==> src/sv/mlqs_pkg.sv <==
// Shared types and constants for the multilevel queue scheduler.
package mlqs_pkg;

   // Store capacity and derived index widths.
   localparam int MAX_PROCS  = 32;
   localparam int IDX_W      = $clog2(MAX_PROCS);
   localparam int CNT_W      = $clog2(MAX_PROCS + 1);

   // Time arithmetic saturates at the top of a 22-bit tick count.
   localparam int TIME_W     = 22;
   localparam logic [TIME_W-1:0] TIME_MAX = {TIME_W{1'b1}};

   // Depth of the queue between the front and back parts.
   localparam int FIFO_DEPTH = 4;
   localparam int FIFO_AW    = $clog2(FIFO_DEPTH);

   // One input record as it arrives on the request channel.
   typedef struct packed {
      logic [15:0] proc_id;
      logic [15:0] arrival;
      logic [15:0] burst;
      logic        kind;
      logic        last;
   } req_type;

   // One result as it leaves on the response channel.
   typedef struct packed {
      logic [15:0]       out_proc_id;
      logic [15:0]       out_arrival;
      logic [15:0]       out_burst;
      logic [TIME_W-1:0] completion;
      logic [TIME_W-1:0] turnaround;
      logic [TIME_W-1:0] waiting;
      logic              out_last;
   } rsp_type;

   // A record as held in the process store.
   typedef struct packed {
      logic [15:0] proc_id;
      logic [15:0] arrival;
      logic [15:0] burst;
      logic        kind;
   } rec_type;

   // A classified record as it travels through the queue.
   typedef struct packed {
      rec_type          rec;
      logic [IDX_W-1:0] idx;
      logic             keep;
      logic             last;
      logic [CNT_W-1:0] run_count;
   } qent_type;

   // Sequencer states of the back part.
   typedef enum logic [1:0] {
      ST_LOAD,
      ST_SCAN,
      ST_PICK,
      ST_OUT
   } st_type;

endpackage

==> src/sv/mlqs_front.sv <==
// Front part: accepts records, assigns store slots and marks overflow.
module mlqs_front (
   input  logic               clock,
   input  logic               reset,
   input  logic               req_valid,
   output logic               req_ready,
   input  mlqs_pkg::req_type  req_data,
   output logic               push,
   output mlqs_pkg::qent_type push_data,
   input  logic               q_full
);
   import mlqs_pkg::*;

   logic [CNT_W-1:0] cnt_ff;
   logic [CNT_W-1:0] cnt_in;
   logic             keep;
   logic [CNT_W-1:0] cnt_next;

   // A transfer is taken whenever the queue has room.
   assign req_ready = !q_full;
   assign push      = req_valid && req_ready;

   // Records beyond capacity are marked to be dropped.
   assign keep     = (cnt_ff < CNT_W'(MAX_PROCS));
   assign cnt_next = keep ? (cnt_ff + CNT_W'(1)) : cnt_ff;

   // Build the queue entry for the current record.
   always_comb begin
      push_data.rec.proc_id = req_data.proc_id;
      push_data.rec.arrival = req_data.arrival;
      push_data.rec.burst   = req_data.burst;
      push_data.rec.kind    = req_data.kind;
      push_data.idx         = cnt_ff[IDX_W-1:0];
      push_data.keep        = keep;
      push_data.last        = req_data.last;
      push_data.run_count   = cnt_next;
   end

   // Run length counter, restarted by the final record.
   always_comb begin
      cnt_in = cnt_ff;
      if (push) begin
         cnt_in = req_data.last ? '0 : cnt_next;
      end
   end

   always_ff @(posedge clock) begin
      if (reset) begin
         cnt_ff <= '0;
      end else begin
         cnt_ff <= cnt_in;
      end
   end

endmodule

==> src/sv/mlqs_fifo.sv <==
// Short queue that decouples the front part from the back part.
module mlqs_fifo (
   input  logic               clock,
   input  logic               reset,
   input  logic               wr_en,
   input  mlqs_pkg::qent_type wr_data,
   output logic               full,
   input  logic               rd_en,
   output mlqs_pkg::qent_type rd_data,
   output logic               empty
);
   import mlqs_pkg::*;

   qent_type           mem [FIFO_DEPTH];
   logic [FIFO_AW:0]   wr_ptr_ff;
   logic [FIFO_AW:0]   wr_ptr_in;
   logic [FIFO_AW:0]   rd_ptr_ff;
   logic [FIFO_AW:0]   rd_ptr_in;

   // Full and empty from the wrap bit of the pointers.
   assign empty = (wr_ptr_ff == rd_ptr_ff);
   assign full  = (wr_ptr_ff[FIFO_AW] != rd_ptr_ff[FIFO_AW]) &&
                  (wr_ptr_ff[FIFO_AW-1:0] == rd_ptr_ff[FIFO_AW-1:0]);
   assign rd_data = mem[rd_ptr_ff[FIFO_AW-1:0]];

   // Pointer advance.
   always_comb begin
      wr_ptr_in = wr_ptr_ff;
      rd_ptr_in = rd_ptr_ff;
      if (wr_en && !full) begin
         wr_ptr_in = wr_ptr_ff + (FIFO_AW + 1)'(1);
      end
      if (rd_en && !empty) begin
         rd_ptr_in = rd_ptr_ff + (FIFO_AW + 1)'(1);
      end
   end

   always_ff @(posedge clock) begin
      if (reset) begin
         wr_ptr_ff <= '0;
         rd_ptr_ff <= '0;
      end else begin
         wr_ptr_ff <= wr_ptr_in;
         rd_ptr_ff <= rd_ptr_in;
      end
   end

   // Entry storage.
   always_ff @(posedge clock) begin
      if (wr_en && !full) begin
         mem[wr_ptr_ff[FIFO_AW-1:0]] <= wr_data;
      end
   end

endmodule

==> src/sv/mlqs_back.sv <==
// Back part: stores records, schedules a run and streams the results.
module mlqs_back (
   input  logic               clock,
   input  logic               reset,
   input  mlqs_pkg::qent_type q_data,
   input  logic               q_empty,
   output logic               q_pop,
   output logic               rsp_valid,
   input  logic               rsp_ready,
   output mlqs_pkg::rsp_type  rsp_data
);
   import mlqs_pkg::*;

   // Process store and completion store.
   rec_type           rec_mem  [MAX_PROCS];
   logic [TIME_W-1:0] comp_mem [MAX_PROCS];
   rec_type           rec_rd_ff;
   logic [TIME_W-1:0] comp_rd_ff;

   st_type                 state_ff, state_in;
   logic [CNT_W-1:0]       count_ff, count_in;
   logic [CNT_W-1:0]       scan_ff, scan_in;
   logic [CNT_W-1:0]       picks_ff, picks_in;
   logic [CNT_W-1:0]       out_ff, out_in;
   logic [TIME_W-1:0]      tick_ff, tick_in;
   logic [MAX_PROCS-1:0]   served_ff, served_in;
   logic                   best_vld_ff, best_vld_in;
   logic [IDX_W-1:0]       best_idx_ff, best_idx_in;
   logic [16:0]            best_key_ff, best_key_in;
   logic [15:0]            best_burst_ff, best_burst_in;
   logic                   scan_tag_vld_ff, scan_tag_vld_in;
   logic [IDX_W-1:0]       tag_idx_ff, tag_idx_in;
   logic                   out_tag_vld_ff, out_tag_vld_in;
   logic                   out_tag_last_ff, out_tag_last_in;
   logic                   rsp_valid_ff, rsp_valid_in;
   rsp_type                rsp_data_ff, rsp_data_in;

   // Control decoded from the state.
   logic             wr_rec;
   logic             rd_en;
   logic             comp_we;
   logic             issue;
   logic [IDX_W-1:0] rd_addr;

   // Datapath helpers.
   logic [16:0]       cand_key;
   logic              cand_better;
   logic [TIME_W-1:0] start_time;
   logic [TIME_W:0]   end_sum;
   logic [TIME_W-1:0] pick_time;
   logic [TIME_W-1:0] tat;
   logic [TIME_W-1:0] burst_ext;

   // Next state.
   always_comb begin
      state_in = state_ff;
      case (state_ff)
         ST_LOAD: begin
            if (!q_empty && q_data.last) begin
               state_in = ST_SCAN;
            end
         end
         ST_SCAN: begin
            if (scan_ff == count_ff) begin
               state_in = ST_PICK;
            end
         end
         ST_PICK: begin
            state_in = ((picks_ff + CNT_W'(1)) == count_ff) ? ST_OUT : ST_SCAN;
         end
         ST_OUT: begin
            if (issue && ((out_ff + CNT_W'(1)) == count_ff)) begin
               state_in = ST_LOAD;
            end
         end
         default: state_in = ST_LOAD;
      endcase
   end

   // State outputs.
   always_comb begin
      q_pop   = 1'b0;
      wr_rec  = 1'b0;
      rd_en   = 1'b0;
      comp_we = 1'b0;
      issue   = 1'b0;
      rd_addr = scan_ff[IDX_W-1:0];
      case (state_ff)
         ST_LOAD: begin
            q_pop  = !q_empty;
            wr_rec = !q_empty && q_data.keep;
         end
         ST_SCAN: begin
            rd_en = (scan_ff != count_ff);
         end
         ST_PICK: begin
            comp_we = 1'b1;
         end
         ST_OUT: begin
            // One read in flight, and only while the output register can take it.
            issue   = !out_tag_vld_ff && (!rsp_valid_ff || rsp_ready);
            rd_en   = issue;
            rd_addr = out_ff[IDX_W-1:0];
         end
         default: begin
            q_pop = 1'b0;
         end
      endcase
   end

   // Candidate comparison: system class first, then earliest arrival, then load order.
   assign cand_key    = {rec_rd_ff.kind, rec_rd_ff.arrival};
   assign cand_better = scan_tag_vld_ff && !served_ff[tag_idx_ff] &&
                        (!best_vld_ff || (cand_key < best_key_ff));

   // Completion of the chosen process, with the clock jumping to its arrival when idle.
   assign start_time = (tick_ff < {{(TIME_W-16){1'b0}}, best_key_ff[15:0]}) ?
                       {{(TIME_W-16){1'b0}}, best_key_ff[15:0]} : tick_ff;
   assign end_sum    = {1'b0, start_time} + {{(TIME_W-15){1'b0}}, best_burst_ff};
   assign pick_time  = (end_sum > {1'b0, TIME_MAX}) ? TIME_MAX : end_sum[TIME_W-1:0];

   // Turnaround and waiting for the result being formed.
   assign burst_ext = {{(TIME_W-16){1'b0}}, rec_rd_ff.burst};
   assign tat       = comp_rd_ff - {{(TIME_W-16){1'b0}}, rec_rd_ff.arrival};

   always_comb begin
      rsp_data_in.out_proc_id = rec_rd_ff.proc_id;
      rsp_data_in.out_arrival = rec_rd_ff.arrival;
      rsp_data_in.out_burst   = rec_rd_ff.burst;
      rsp_data_in.completion  = comp_rd_ff;
      rsp_data_in.turnaround  = tat;
      rsp_data_in.waiting     = (tat >= burst_ext) ? (tat - burst_ext) : '0;
      rsp_data_in.out_last    = out_tag_last_ff;
   end

   // Sequencer registers.
   always_comb begin
      count_in        = count_ff;
      scan_in         = scan_ff;
      picks_in        = picks_ff;
      out_in          = out_ff;
      tick_in         = tick_ff;
      served_in       = served_ff;
      best_vld_in     = best_vld_ff;
      best_idx_in     = best_idx_ff;
      best_key_in     = best_key_ff;
      best_burst_in   = best_burst_ff;
      scan_tag_vld_in = rd_en && (state_ff == ST_SCAN);
      tag_idx_in      = scan_ff[IDX_W-1:0];
      out_tag_vld_in  = issue;
      out_tag_last_in = ((out_ff + CNT_W'(1)) == count_ff);

      // A new run starts with the final record of the load.
      if (q_pop && q_data.last) begin
         count_in    = q_data.run_count;
         scan_in     = '0;
         picks_in    = '0;
         out_in      = '0;
         tick_in     = '0;
         best_vld_in = 1'b0;
      end

      if (rd_en && (state_ff == ST_SCAN)) begin
         scan_in = scan_ff + CNT_W'(1);
      end

      if (cand_better) begin
         best_vld_in   = 1'b1;
         best_idx_in   = tag_idx_ff;
         best_key_in   = cand_key;
         best_burst_in = rec_rd_ff.burst;
      end

      // Dispatch the chosen process and open the next search.
      if (comp_we) begin
         tick_in              = pick_time;
         served_in[best_idx_ff] = 1'b1;
         picks_in             = picks_ff + CNT_W'(1);
         scan_in              = '0;
         best_vld_in          = 1'b0;
      end

      if (issue) begin
         out_in = out_ff + CNT_W'(1);
         if ((out_ff + CNT_W'(1)) == count_ff) begin
            served_in = '0;
         end
      end
   end

   // Output register: loaded as read data arrives, emptied by a transfer.
   always_comb begin
      rsp_valid_in = rsp_valid_ff;
      if (out_tag_vld_ff) begin
         rsp_valid_in = 1'b1;
      end else if (rsp_ready) begin
         rsp_valid_in = 1'b0;
      end
   end

   always_ff @(posedge clock) begin
      if (reset) begin
         state_ff        <= ST_LOAD;
         count_ff        <= '0;
         scan_ff         <= '0;
         picks_ff        <= '0;
         out_ff          <= '0;
         tick_ff         <= '0;
         served_ff       <= '0;
         best_vld_ff     <= 1'b0;
         scan_tag_vld_ff <= 1'b0;
         out_tag_vld_ff  <= 1'b0;
         rsp_valid_ff    <= 1'b0;
      end else begin
         state_ff        <= state_in;
         count_ff        <= count_in;
         scan_ff         <= scan_in;
         picks_ff        <= picks_in;
         out_ff          <= out_in;
         tick_ff         <= tick_in;
         served_ff       <= served_in;
         best_vld_ff     <= best_vld_in;
         scan_tag_vld_ff <= scan_tag_vld_in;
         out_tag_vld_ff  <= out_tag_vld_in;
         rsp_valid_ff    <= rsp_valid_in;
      end
   end

   // Payload registers.
   always_ff @(posedge clock) begin
      best_idx_ff     <= best_idx_in;
      best_key_ff     <= best_key_in;
      best_burst_ff   <= best_burst_in;
      tag_idx_ff      <= tag_idx_in;
      out_tag_last_ff <= out_tag_last_in;
      if (out_tag_vld_ff) begin
         rsp_data_ff <= rsp_data_in;
      end
   end

   // Process store: one write port, one registered read port.
   always_ff @(posedge clock) begin
      if (wr_rec) begin
         rec_mem[q_data.idx] <= q_data.rec;
      end
      if (rd_en) begin
         rec_rd_ff <= rec_mem[rd_addr];
      end
   end

   // Completion store: one write port, one registered read port.
   always_ff @(posedge clock) begin
      if (comp_we) begin
         comp_mem[best_idx_ff] <= pick_time;
      end
      if (rd_en) begin
         comp_rd_ff <= comp_mem[rd_addr];
      end
   end

   assign rsp_valid = rsp_valid_ff;
   assign rsp_data  = rsp_data_ff;

   // A dispatch always has a chosen process.
   a_pick_has_best: assert property (@(posedge clock) disable iff (reset)
      (state_ff == ST_PICK) |-> best_vld_ff)
      else $error("dispatch without a chosen process");

   // No more processes dispatched than the run holds.
   a_served_bound: assert property (@(posedge clock) disable iff (reset)
      ($countones(served_ff) <= int'(count_ff)))
      else $error("more processes served than stored");

   // Read data for a result never meets an occupied output register.
   a_out_slot_free: assert property (@(posedge clock) disable iff (reset)
      out_tag_vld_ff |-> !rsp_valid_ff)
      else $error("result read while output register is occupied");

   // The scheduling clock stays within its saturating range.
   a_tick_range: assert property (@(posedge clock) disable iff (reset)
      (tick_ff <= TIME_MAX))
      else $error("scheduling clock out of range");

endmodule

==> src/sv/multilevel_queue_fcfs_scheduler.sv <==
// Top level of the two-class multilevel queue first-come-first-served scheduler.
//
// Usage: process records enter on the req_ channel, one transfer per cycle while
// the internal queue has room. Records are stored in load order; those beyond
// the store capacity are dropped. The record with last set starts a run: system
// class records run before user class records, each class in arrival order with
// ties in load order, without preemption, the clock jumping to an arrival when idle.
// Results leave on the rsp_ channel in load order, one per stored record, with
// out_last set on the final one.
// Loading pops the records from the queue into the store. Scheduling a run makes
// one linear search of the store (one entry read per cycle) for each dispatched
// process. Results then follow; each result's store read waits until the previous
// one has passed through the registered read port into the output register.
// While a run is scheduled, new records wait in the four-entry queue and then
// stall on req_ready. A stalled rsp_ready holds the current result and pauses
// the result stream. Reset empties the store and the queue and aborts any run.
module multilevel_queue_fcfs_scheduler (
   input  logic              clock,
   input  logic              reset,
   input  logic              req_valid,
   output logic              req_ready,
   input  mlqs_pkg::req_type req_data,
   output logic              rsp_valid,
   input  logic              rsp_ready,
   output mlqs_pkg::rsp_type rsp_data
);
   import mlqs_pkg::*;

   logic     push;
   qent_type push_data;
   logic     q_full;
   logic     q_pop;
   qent_type q_data;
   logic     q_empty;

   // Front part: accept and classify.
   mlqs_front u_front (
      .clock     (clock),
      .reset     (reset),
      .req_valid (req_valid),
      .req_ready (req_ready),
      .req_data  (req_data),
      .push      (push),
      .push_data (push_data),
      .q_full    (q_full)
   );

   // Queue between the two parts.
   mlqs_fifo u_fifo (
      .clock   (clock),
      .reset   (reset),
      .wr_en   (push),
      .wr_data (push_data),
      .full    (q_full),
      .rd_en   (q_pop),
      .rd_data (q_data),
      .empty   (q_empty)
   );

   // Back part: store, schedule and report.
   mlqs_back u_back (
      .clock     (clock),
      .reset     (reset),
      .q_data    (q_data),
      .q_empty   (q_empty),
      .q_pop     (q_pop),
      .rsp_valid (rsp_valid),
      .rsp_ready (rsp_ready),
      .rsp_data  (rsp_data)
   );

endmodule

==> config.mk <==
export PLATFORM = sky130hd
export DESIGN_NAME = multilevel_queue_fcfs_scheduler
export DESIGN_NICKNAME = d
export VERILOG_FILES = /design/src/sv/mlqs_pkg.sv /design/src/sv/mlqs_front.sv /design/src/sv/mlqs_fifo.sv /design/src/sv/mlqs_back.sv /design/src/sv/multilevel_queue_fcfs_scheduler.sv
export SDC_FILE = /design/constraint.sdc
export NUM_CORES = 2
export LEC_CHECK = 0
export ABC_AREA = 0
export BUFFER_PORTS_ARGS = -buffer_cell sky130_fd_sc_hd__buf_2
export CAP_MARGIN = 20
export CORE_UTILIZATION = 40
export CTS_BUF_LIST = sky130_fd_sc_hd__clkbuf_8
export DETAILED_ROUTE_END_ITERATION = 8
export GPL_TIMING_DRIVEN = 0
export PLACE_DENSITY = 0.63
export SLEW_MARGIN = 20
export SYNTH_ARGS = -nofsm -noshare
export SYNTH_HDL_FRONTEND = slang
export SYNTH_SLANG_ARGS = --single-unit
==> constraint.sdc <==
create_clock -name clock -period 11.4 [get_ports clock]
set_clock_uncertainty 0.05 [all_clocks]
set_input_delay 1.71 -clock clock [delete_from_list [all_inputs] [get_ports clock]]
set_output_delay 1.71 -clock clock [all_outputs]
set_load 0.02 [all_outputs]
==> flow_metrics.env <==
export IMPL_comb_power_share_pct=19.5
export IMPL_boundaryPins=171
export IMPL_hold_ws_ns=0.304
export IMPL_grt_start_max_net_pins=64
export IMPL_crit_path_end_kind="flop"
export IMPL_place_area_um2=120000
export IMPL_yosysUniqueCellTypes=84
export IMPL_yosys_top_cells_area="edfxtp_1 (74%), mux4_2 (13%), nand2_1 (2.4%)"
export IMPL_fmax_ghz=0.131
export IMPL_cts_sinks=2848
export IMPL_slew_headroom_pct=19.6
export IMPL_layout_common_cells="edfxtp_1 (2744), nand2_1 (696), mux4_2 (640), clkbuf_8 (480), nand3_1 (383)"
export IMPL_path_clk_slew_ns=0.06
export IMPL_drv_cap=0
export IMPL_drive_gt1_share_pct=26.2
export IMPL_cts_setup_buffers=0
export IMPL_grt_use_total_pct=20.5
export IMPL_p_leak_nw=43.0
export IMPL_min_period_ns=7.61
export IMPL_cp_required_ns=11.79
export IMPL_final_common_cell="edfxtp_1"
export IMPL_grt_pass1_vias=59200
export IMPL_yosys_area_top_type="edfxtp_1"
export IMPL_ir_worst_vdd_mv=0.134
export IMPL_cts_root_buf="clkbuf_8"
export IMPL_grt_pass1_wl_um=415000
export IMPL_drtAntennaViolNets=0
export IMPL_yosysTopAreaCellShare_pct=74.2
export IMPL_die_h_um=529
export IMPL_synthArstFlopShare_pct=0
export IMPL_synth_fp_nets=5936
export IMPL_p_int_mw=19.2
export IMPL_synth_edf_count=2744
export IMPL_pwr_share_clk_pct=30.5
export IMPL_synth_seq_cells=2848
export IMPL_slew_violations=0
export IMPL_wl_per_cell_um=27.1
export IMPL_cts_resized=0
export IMPL_htreeDepth=5
export IMPL_pwr_density_cell_nw_per_um2=210
export IMPL_insertion_delay_ns=1.04
export IMPL_antenna_found_initial=41
export IMPL_clockBufferDepth=4
export IMPL_fin_cells=10600
export IMPL_tightest_slew_ns=1.20
export IMPL_hold_viol_final=0
export IMPL_outcome="finished clean"
export IMPL_grt_overflow=0
export IMPL_nets=6684
export IMPL_period_share_pct=66.8
export IMPL_final_cell_area_um2=129000
export IMPL_tns_ns=0
export IMPL_dpl_hpwl_um=200000
export IMPL_routed_wl_um=288000
export IMPL_avgViaCountPerCell=5.51
export IMPL_rsz0062_at_grt="false"
export IMPL_synth_warnings=0
export IMPL_numCtsBuffers=451
export IMPL_finalSetupViolCount=0
export IMPL_coreArea_um2=276000
export IMPL_syn_avg_cell_area_um2=19.2
export IMPL_start_util_pct=40.2
export IMPL_p_sw_mw=7.73
export IMPL_syn_cell_area_um2=111000
export IMPL_die_w_um=529
export IMPL_hp_class="flop to flop"
export IMPL_syn_inst=5790
export IMPL_critPathKind="flop to flop"
export IMPL_std_cell_rows=193
export IMPL_synth_seq_area_share_pct=76.0
export IMPL_place_port_buffers=169
export IMPL_place_gp_congestion=0.879
export IMPL_seqPwrFrac_pct=50.0
export IMPL_dp_cells=9790
export IMPL_cp_start_kind="flop"
export IMPL_dr_first_iter_drc_count=6813
export IMPL_postCtsHoldBufs=0
export IMPL_synth_ff_type="edfxtp_1"
export IMPL_worstPathMaxFanout=32
export IMPL_swShare_pct=28.7
export IMPL_die_area_um2=280000
export IMPL_vias=58500
export IMPL_drc=0
export IMPL_cp_arrival_ns=8.00
export IMPL_dr_pass1_iters=6
export IMPL_cts_tree="done"
export IMPL_area_delta_synth_final_pct=15.7
## state kept, by name, indices dropped and copies added (netlist names), 5 cells and up, named ones only
signal / count
u_back.tag_idx_ff: 5
u_back.rsp_data: 115
u_back.best_key_ff: 17
u_back.rec_rd_ff: 16
u_back.burst_ext: 16
u_back.comp_rd_ff: 22
u_back.tick_ff: 22
u_back.out_ff: 6
u_back.picks_ff: 6
u_back.rec_mem: 1568
u_back.best_burst_ff: 16
u_back.comp_mem: 704
u_back.best_idx_ff: 5
u_front.cnt_ff: 6
u_fifo.mem: 248
u_back.scan_ff: 6
u_back.cand_key: 17
u_back.served_ff: 32
u_back.count_ff: 6
## through the flow
step | util, % | setup WS [ns] | total power [mW]
5_1_grt | 46.5 | 3.67 | 28.0
4_1_cts | 46.5 | 3.88 | 27.2
3_3_place_gp | 42.2 | 1.43 | 18.7
2_1_floorplan | - | 5.77 | 16.9
6_report | 46.5 | 3.79 | 27.0
3_5_place_dp | 43.4 | 3.90 | 19.0
## worst paths after layout
| kind | depth (start not counted) | to | slack (ns) | from |
|---|---|---|---|---|
| hold reg to reg | 0 | u_back.tag_idx_ff[2] | 0.30 | u_back.scan_ff[2] |
| setup / recovery | 19 | u_back.comp_mem[2][21] | 3.79 | u_back.best_key_ff[15] |
| hold / removal | 0 | u_back.tag_idx_ff[2] | 0.30 | u_back.scan_ff[2] |
| setup reg to reg | 19 | u_back.comp_mem[2][21] | 3.79 | u_back.best_key_ff[15] |
## kinds of logic after synthesis
family | count (synthesis) | share of synthesized area, %
adder cells (fa/ha/maj) | 92 | 1.06
flip-flops | 2848 | 76.0
AND/OR/NAND/NOR | 1394 | 5.51
AO/OA/AOI/OAI | 341 | 2.05
XOR/XNOR | 78 | 0.615
buffers and inverters | 359 | 1.40
multiplexers | 678 | 13.3
## layer usage
layer,track usage (%),vias up,routed length (um)
met2,33.3,2605,139000
met1,27.5,30700,116000
met5,0,-,7
met3,4.26,449,24100
met4,6.77,2,8730
li1,-,24800,-
## synth_stat cells, types with 51 or more instances
cell and count:
mux4_2 640, o21ai_0 113, a21oi_1 59, nor2_1 166, nand3_1 383, buf_2 120
o21a_1 51, inv_1 74, dfxtp_1 104, edfxtp_1 2744, clkbuf_1 137, ha_1 89
nand2_1 709
## power groups by stage
stage	Combinational (mW)	Sequential (mW)	Clock, mW
global route	5.67	13.5	8.82
CTS	5.28	13.5	8.39
global placement	4.89	13.8	0
detailed placement	5.28	13.7	0
finish	5.26	13.5	8.23
floorplan	3.38	13.5	0
## cell type report
class                   instances  area (um^2)
multi-input cells            2583        25700
clock inverters               340         1920
plain buffers                 285         1300
inverters                      74          278
clock buffers                 477         6570
flip-flops and latches       2848        84500
fillers                     23100       148000
diodes                         16         40.0
repair buffers                295         3680
well taps                    3705         4640
## worst max-delay path, stage by stage (launching register included)
cell and delay (ns):
edfxtp_1 0.35, inv_1 0.06, ha_1 0.25, or4_1 0.42, nor4_1 0.71, a31oi_1 0.53, buf_2 0.39, mux2_2 0.33
ha_1 0.23, fa_1 0.43, nand3_1 0.11, a21boi_1 0.12, o21a_1 0.25, o21ai_2 0.22, a21oi_1 0.17, a311oi_2 0.76
or3b_1 0.43, buf_4 0.32, buf_6 0.22, nand2_1 0.66
Note: power is estimated with default switching activity, not from simulation.
